### src/rtl/brs_pkg.sv
package brs_pkg;

   localparam int COORD_W    = 19;
   localparam int CH_W       = 8;
   localparam int NUM_CH     = 3;
   localparam int PIX_W      = CH_W * NUM_CH;
   localparam int REQ_DATA_W = 80;
   localparam int RSP_DATA_W = 24;
   localparam int CSR_ADDR_W = 3;
   localparam int CSR_DATA_W = 32;
   localparam int CFG_W      = 10;

   localparam logic [CFG_W-1:0] CFG_SIZE_RESET = 10'd512;

   localparam logic CSR_IDX_ROWS = 1'b0;
   localparam logic CSR_IDX_COLS = 1'b1;

   typedef enum logic {
      OP_LOAD   = 1'b0,
      OP_SAMPLE = 1'b1
   } op_type;

   typedef struct packed {
      logic       en;
      logic [1:0] ch;
   } mac_tag_type;

endpackage

### src/rtl/brs_mul_unit.sv
module brs_mul_unit #(
   parameter int A_W = 17,
   parameter int B_W = 9
) (
   input  logic                   clock,
   input  logic                   reset,
   input  logic [A_W-1:0]         op_a,
   input  logic [B_W-1:0]         op_b,
   input  brs_pkg::mac_tag_type   tag_in,
   output logic [A_W+B_W-1:0]     prod_ff,
   output brs_pkg::mac_tag_type   tag_ff
);

   always_ff @(posedge clock) begin
      prod_ff <= op_a * op_b;
   end

   always_ff @(posedge clock) begin
      if (reset) begin
         tag_ff <= '0;
      end else begin
         tag_ff <= tag_in;
      end
   end

endmodule

### config.mk
export PLATFORM = sky130hd
export DESIGN_NAME = brs_mul_unit
export DESIGN_NICKNAME = d
export VERILOG_FILES = /design/src/rtl/brs_pkg.sv /design/src/rtl/brs_mul_unit.sv
export SDC_FILE = /design/constraint.sdc
export NUM_CORES = 1
export LEC_CHECK = 0
export ABC_AREA = 1
export BUFFER_PORTS_ARGS = -buffer_cell sky130_fd_sc_hd__buf_2
export CAP_MARGIN = 30
export CORE_ASPECT_RATIO = 1.25
export CORE_MARGIN = 2
export CORE_UTILIZATION = 45
export DETAILED_ROUTE_END_ITERATION = 16
export GPL_TIMING_DRIVEN = 0
export PLACE_DENSITY = 0.65
export REMOVE_ABC_BUFFERS = 1
export SLEW_MARGIN = 0
export SYNTH_ARGS = -nofsm -noshare
export SYNTH_HDL_FRONTEND = slang
export SYNTH_SLANG_ARGS = --single-unit
### constraint.sdc
create_clock -name clock -period 5.3 [get_ports clock]
set_input_delay 1.06 -clock clock [delete_from_list [all_inputs] [get_ports clock]]
set_output_delay 1.06 -clock clock [all_outputs]
set_load 0.1 [all_outputs]
== After elaboration in Yosys (flattened, before gate mapping) ==
Cells that the tools add are included.

* $mul: 1

{| class="wikitable"
|+ Operator list
! operator !! number
|-
| $mul A17 B9 Y26 || 1
|}

* Bits in registers: 29
* Input port bits: 31
* Output and inout bits: 29
* Logic and storage cells: 4

== Depth between registers and ports, before layout ==
Gate-level depths: netlist of run 1.

* Depth in word-level cells: 1
* Gate-level depth with buffers: 23
* Mapped depth without buffers: 21

== Worst setup path after synthesis of run 1 ==
No wires, ideal clock.

* Kind: input -> register
* Start point: input port op_b[0]
* End point: register prod_ff[19]
* Library setup time: 112 ps
* Arrival: 4762 ps
* Data required time: 5188 ps
* Setup slack: 426 ps
* Cell stages on the path: 19
* Buffers on the path: 2
* Cell sequence: clkbuf_1 > clkbuf_1 > nand2_1 > fa_1 > inv_1 > fa_1 > fa_1 > inv_1 > fa_1 > inv_1 > ha_1 > nand2_2 > inv_2 > a21oi_2 > nor2_1 > nor2_1 > nand2_1 > nand2_1 > nand2_1

* Longest elaborated chain between the ends: 1

{| class="wikitable"
|+ RTL lines
! what !! RTL line !! source
|-
| start: declaration || brs_mul_unit.sv:8 || <nowiki>input logic [B_W-1:0] op_b,</nowiki>
|-
| $mul A17 B9 Y26 || brs_mul_unit.sv:15 || <nowiki>prod_ff <= op_a * op_b;</nowiki>
|-
| end signal: assignment || brs_mul_unit.sv:15 ||
|-
| end: declaration || brs_mul_unit.sv:10 || <nowiki>output logic [A_W+B_W-1:0] prod_ff,</nowiki>
|}

No other way between the ends.
A chain may end at the register's enable or synchronous reset.

== Final worst setup path of run 1 ==
Ends and elaborated chain as after synthesis.

==> impl_metrics.yaml, run 1 <==
outcome:
  status: "finished clean"
worst_hold_path:
  timing.hold.worst.class: "primary input to flop"
  whs_path_cells: 2
power:
  static-leakage-power_nw: 4.32
  switching_share_pct: 61.4
  p_int_mw: 1.52
  relative_contribution_of_the_clock_network_to_total_power_pct: 7.4
  areal_power_density_over_the_cells_mw_per_mm2: 599
  power.net_switching_mw: 2.42
  pwr-share-comb_pct: 83.5
  seq_power_share_pct: 9.1
  ir_drop_uv: 420
yosys:
  synth_seq_area_share_pct: 9.59
  mappedNetlistArea_mm2: 0.00605
  yosysWarningCount: 0
  synthMostInstantiatedCell: "sky130_fd_sc_hd__nand2_1"
  postSynth.asyncResetShare_pct: 0
  synth_top_flop_cell: "sky130_fd_sc_hd__dfxtp_1"
  post_synth.cell_area_avg_um2: 6.93
  cell_type_with_the_largest_total_area_after_synthesis: "sky130_fd_sc_hd__fa_1"
  synth.top_cells.by_area: "sky130_fd_sc_hd__fa_1 (35%), sky130_fd_sc_hd__nand2_1 (17%), sky130_fd_sc_hd__inv_1 (17%)"
  post_synth_inst_count: 873
  yosysTopAreaCellShare_pct: 35.1
  synth_cell_types: 25
  post_synth_edffs: 0
  yosys_register_bits: 29
  synth.top_cells.by_count: "sky130_fd_sc_hd__nand2_1 (279), sky130_fd_sc_hd__inv_1 (277), sky130_fd_sc_hd__fa_1 (106)"
setup_path:
  worst-setup-path-type: "primary input to flop"
  cp.arrival_ps: 4910
  crit_path_start_kind: "primary input"
  setup.worst_path.end_class: "flop"
  critical_path.max_fanout: 17
  worst-endpoint-required_ps: 5470
floorplanning:
  fp.dieW_um: 108
  design.core.area_mm2: 0.0132
  die-area_mm2: 0.0144
  core.rowCount: 47
  io-pin-count: 60
  floorplan.die.height_um: 134
  initial_utilization_pct: 46.0
timing:
  unrepaired_setup_endpoints_after_global_routing: "false"
  finalHoldViolations: 0
  period_share_pct: 89.4
  finalMaxSlewViolations: 0
  fmax_ghz: 0.211
  worstMarginPinSlew_ps: 492
  relSlewSlack_pct: 67.4
  finalSetupViolCount: 0
  setup_tns_ps: 0
  timing.final.crit_period_ps: 4740
  hold-worst-slack_ps: 975
clock_network:
  cts_setup_buffers: 0
  clockRootBuffer: "sky130_fd_sc_hd__clkbuf_16"
  holdBufCountCts: 0
  tritoncts_buffers: 5
  cts_htree_levels: 2
  clock_sinks: 29
  max-clock-path-buffers: 2
  clk_pin_slew_ps: 50
  post_cts_resized: 0
  tritoncts: "built"
layout:
  antenna_fix_cells: 0
  post_layout_nonfiller_instances: 1076
  num-nets-final: 1087
  layout-area-overhead-vs-synth_pct: 8.85
  drive_above_1_share_pct: 10.2
grt:
  first_pass_grt_wire_length_mm: 22.7
  antenna_found_initial: 0
  grt_max_degree: 18
  groute.usage.overall_pct: 19.7
  grt_overflow: 0
  grt_pass1_vias: 4957
route:
  drt_pre_antenna_iters: 4
  drt-initial-drc-count: 221
  ant_nets: 0
  detail_route.wl_per_cell_um: 11.8
  dr_total_vias: 4898
  routed_wl_mm: 12.7
  post_drt_via_cell_ratio: 4.55
  remaining_drc_errors: 0
place:
  detailed_place_hpwl_mm: 10.6
  buffer_ports.inserted: 59
  routabilityCongestion: 0.854
  placedCellCount: 1068
job:
  timing.max_cap.violations: 0
## layer usage
| layer | global-route usage [%] | vias up | part of all wire [%] |
|---|---|---|---|
| met4 | 3.56 | 0 | 1.5 |
| li1 | - | 2464 | - |
| met5 | 0 | - | 0 |
| met1 | 23.4 | 2332 | 41 |
| met3 | 1.81 | 17 | 2.9 |
| met2 | 38.1 | 85 | 55 |
## state kept, by name, summed over array words and instances, names as in the netlist
register and flops:
prod_ff 26, tag_ff 3
## worst max-delay path: stages
cell,delay (ps)
sky130_fd_sc_hd__buf_2,330
sky130_fd_sc_hd__nand2_1,140
sky130_fd_sc_hd__fa_1,540
sky130_fd_sc_hd__inv_1,50
sky130_fd_sc_hd__fa_1,500
sky130_fd_sc_hd__fa_1,540
sky130_fd_sc_hd__inv_1,40
sky130_fd_sc_hd__fa_1,490
sky130_fd_sc_hd__inv_1,50
sky130_fd_sc_hd__ha_1,350
sky130_fd_sc_hd__nand2_1,100
sky130_fd_sc_hd__nand2_1,100
sky130_fd_sc_hd__a21oi_2,230
sky130_fd_sc_hd__nor2_1,80
sky130_fd_sc_hd__nor2_1,140
sky130_fd_sc_hd__nand2_1,70
sky130_fd_sc_hd__nand2_1,50
sky130_fd_sc_hd__nand2_1,40
## path summary, 6_finish.rpt
| kind | to | slack (ps) | from |
|---|---|---|---|
| setup / recovery | prod_ff[19]$_DFF_P_ | 560 | op_b[0] |
| hold / removal | tag_ff[0]$_SDFF_PP0_ | 980 | reset |
## stage by stage
step                      setup slack (ps)  util (%)  total power [mW]  area [um2]
after floorplan                        849         -              3.03        5920
after global placement                 283      48.8              3.71        6430
after detailed placement               270      48.8              3.71        6430
after CTS                              541      50.0              4.03        6590
after global routing                   293      50.0              4.44        6590
final                                  559      50.0              3.95        6590
## area by class of cell
cell class / count / area, um2
Timing Repair Buffer: 59 / 295
Tap cell: 171 / 214
Fill cell: 1404 / 6580
Clock buffer: 7 / 153
Multi-Input combinational cell: 525 / 4280
Inverter: 284 / 1070
Sequential cell: 29 / 581
Clock inverter: 1 / 5.00
## cell usage in the layout, fill, tap and decap left out, types with 2 or more instances in the layout
cell	Yosys	final
sky130_fd_sc_hd__nand2_1	279	279
sky130_fd_sc_hd__inv_1	277	277
sky130_fd_sc_hd__fa_1	106	106
sky130_fd_sc_hd__buf_2	0	59
sky130_fd_sc_hd__ha_1	46	46
sky130_fd_sc_hd__dfxtp_1	29	29
sky130_fd_sc_hd__nor2_1	25	25
sky130_fd_sc_hd__nand3_1	20	20
sky130_fd_sc_hd__a21oi_1	9	9
sky130_fd_sc_hd__nand2_2	7	7
sky130_fd_sc_hd__inv_2	7	7
sky130_fd_sc_hd__xor2_1	6	6
sky130_fd_sc_hd__nor2_2	5	5
sky130_fd_sc_hd__clkbuf_16	0	5
sky130_fd_sc_hd__nor3_1	4	4
sky130_fd_sc_hd__xnor2_1	4	4
sky130_fd_sc_hd__nand4_1	3	3
sky130_fd_sc_hd__o21bai_1	2	2
sky130_fd_sc_hd__a21oi_2	2	2
sky130_fd_sc_hd__clkbuf_8	0	2
## logic make-up (layout without fill, tap and decap cells)
logic type,after synthesis,in the layout,synth area share [%]
AOI/OAI and AO/OA,15,15,1.51
xor gates and xnor gates,10,10,1.45
adders and majority gates,152,152,44.6
buffers and inverters,319,351,19.8
DFF,29,29,9.59
and+or+nand+nor,348,348,23.1
## power groups by stage
stage	combinational (mW)	clock [mW]	sequential [mW]
floorplan	1.99	0	1.04
global placement	3.34	0	0.365
detailed placement	3.35	0	0.365
CTS	3.37	0.300	0.361
global route	3.76	0.311	0.369
finish	3.30	0.291	0.359
No activity file was read; power rests on OpenSTA's default activity.
==> run 2: changes to the inputs <==
--- a/config.mk
+++ b/config.mk
@@ -10,10 +10,10 @@
 export CAP_MARGIN = 30
 export CORE_ASPECT_RATIO = 1.25
 export CORE_MARGIN = 2
-export CORE_UTILIZATION = 45
+export CORE_UTILIZATION = 36
 export DETAILED_ROUTE_END_ITERATION = 16
 export GPL_TIMING_DRIVEN = 0
-export PLACE_DENSITY = 0.65
+export PLACE_DENSITY = 0.55
 export REMOVE_ABC_BUFFERS = 1
 export SLEW_MARGIN = 0
 export SYNTH_ARGS = -nofsm -noshare
==> run 2 against run 1 <==
  * Utilization shrank 10 points
  * First-iteration DRC count is 33% lower
  * Count of clock-buffer cells in the layout did not move
  * Sequential cell count is the same
  * Non-clock buffer count is the same
  * Hold slack better by 1.3 ps
  * Power is 0.88% higher
  * Routed wire length grew 8.0%
  * Setup slack got worse by 30 ps
  * Global-route usage is 2.8 points lower
  * Combinational power is 2% higher
  * Fmax fell by 0.63%
  * Critical path type unchanged
  * Highest routed layer unchanged
==> impl_metrics.yaml, run 2 (synthesized netlist as in run 1, its figures left out) <==
grt:
  first_pass_grt_wire_length_mm: 24.2
  grt_util_met3_pct: 1.30
  grt_overflow: 0
  grt_max_degree: 18
  busiest_layer: "met2"
  antenna_found_initial: 0
  grt_pass1_vias: 5247
  groute.layer.met1.usage_pct: 19.2
  groute.usage.overall_pct: 16.9
  grtUsageMet2_pct: 34.8
floorplanning:
  fp.dieW_um: 120
  floorplan.die.height_um: 149
  die-area_mm2: 0.0179
  initial_utilization_pct: 36.4
  io-pin-count: 60
  design.core.area_mm2: 0.0166
  core.rowCount: 53
job:
  timing.max_cap.violations: 0
route:
  drt-initial-drc-count: 147
  dr_total_vias: 4847
  detail_route.wl_per_cell_um: 12.2
  routed_wl_mm: 13.7
  remaining_drc_errors: 0
  post_drt_via_cell_ratio: 4.31
  drt_pre_antenna_iters: 5
  ant_nets: 0
timing:
  hold-worst-slack_ps: 977
  unrepaired_setup_endpoints_after_global_routing: "false"
  fmax_ghz: 0.210
  worstMarginPinSlew_ps: 495
  relSlewSlack_pct: 67.2
  finalMaxSlewViolations: 0
  timing.final.crit_period_ps: 4770
  layout_setup_ws_ps: 529
  setup_tns_ps: 0
  period_share_pct: 90.0
  finalSetupViolCount: 0
  finalHoldViolations: 0
setup_path:
  cp_cell_sequence: "buf_2 > nand2_1 > inv_1 > fa_1 > inv_1 > fa_1 > inv_1 > fa_1 > inv_1 > fa_1 > inv_1 > ha_1 > nand2_1 > inv_1 > nand2_1 > nor2_2 > nand3_1 > nand4_1 > nand2_1"
  setup.worst_path.end_class: "flop"
  delay_heaviest_family_cp: "adder cells"
  critical_path.max_fanout: 17
  critPathLaunch: "op_b[8]"
  critPathMaxStageDelay_ps: 540
  worst-endpoint-required_ps: 5460
  worstPathBufferInverterCount: 7
  capture_point_of_the_worst_path: "prod_ff[24]$_DFF_P_"
  cp.arrival_ps: 4940
  worst-setup-path-type: "primary input to flop"
  worst_path_cell_with_the_longest_stage_delay: "sky130_fd_sc_hd__fa_1"
  timing.critical_path.depth: 19
  crit_path_start_kind: "primary input"
  critPathMostFrequentCell: "sky130_fd_sc_hd__inv_1"
layout:
  layout-area-overhead-vs-synth_pct: 9.61
  register_area_um2: 581
  drive_above_1_share_pct: 9.96
  multiInputGateArea_mm2: 0.00428
  top_regs: "prod_ff (26), tag_ff (3)"
  most_flop_heavy_register: "prod_ff"
  finish.instance_area_mm2: 0.00664
  final_common_cell: "sky130_fd_sc_hd__nand2_1"
  fill_cells: 1831
  post_layout_nonfiller_instances: 1124
  largest_register_ffs: 26
  antenna_fix_cells: 0
  num-nets-final: 1087
  fin_util_pct: 39.9
  layout_common_cells: "sky130_fd_sc_hd__nand2_1 (279), sky130_fd_sc_hd__inv_1 (277), sky130_fd_sc_hd__fa_1 (106)"
clock_network:
  max-clock-path-buffers: 2
  clock_sinks: 29
  post_cts_resized: 0
  tritoncts_buffers: 5
  holdBufCountCts: 0
  cts_htree_levels: 2
  tritoncts: "built"
  cts_setup_buffers: 0
  clk_pin_slew_ps: 50
  clockRootBuffer: "sky130_fd_sc_hd__clkbuf_16"
power:
  report.power.total_mw: 3.98
  power.net_switching_mw: 2.47
  areal_power_density_over_the_cells_mw_per_mm2: 600
  p_int_mw: 1.51
  ir_drop_uv: 277
  static-leakage-power_nw: 4.31
  pwr-share-comb_pct: 84.0
  switching_share_pct: 62.0
  seq_power_share_pct: 9.0
  relative_contribution_of_the_clock_network_to_total_power_pct: 6.9
place:
  placedCellCount: 1117
  preCtsSetupSlack_ps: 205
  buffer_ports.inserted: 59
  routabilityCongestion: 0.821
  detailed_place_hpwl_mm: 11.5
  placed_area_mm2: 0.00649
worst_hold_path:
  timing.hold.worst.class: "primary input to flop"
outcome:
  status: "finished clean"
run 2: cell count changes in the layout (fill, tap and decap cells not counted):
cell	previous run	this run
sky130_fd_sc_hd__clkbuf_1	0	1
sky130_fd_sc_hd__clkbuf_8	2	1
sky130_fd_sc_hd__clkinv_2	1	0
run 2: power by group through the flow:
stage	clock (mW)	sequential [mW]	combinational, mW
detailed placement	0	0.367	3.40
floorplan	0	1.04	1.99
finish	0.276	0.360	3.35
global route	0.293	0.369	3.84
global placement	0	0.366	3.39
CTS	0.284	0.364	3.42
run 2: final cells by class:
type	count	area share (%)
Sequential cell	29	8.75
Multi-Input combinational cell	525	64.4
Clock buffer	7	2.15
Inverter	284	16.1
Tap cell	220	4.15
Timing Repair Buffer	59	4.45
run 2: worst min-delay path by stage:
stage | startpoint | to | depth (start not counted)
final | reset | tag_ff[0]$_SDFF_PP0_ | 2
after global routing | reset | tag_ff[0]$_SDFF_PP0_ | 2
after CTS | reset | tag_ff[0]$_SDFF_PP0_ | 2
after detailed placement | reset | tag_ff[0]$_SDFF_PP0_ | 2
after global placement | reset | tag_ff[1]$_SDFF_PP0_ | 2
after floorplan | reset | tag_ff[0]$_SDFF_PP0_ | 1
run 2: metal layers:
layer	wire length (um)	part of all wire, %
met5	0	0
met4	78	0.57
met3	396	2.9
met2	7710	56
met1	5490	40
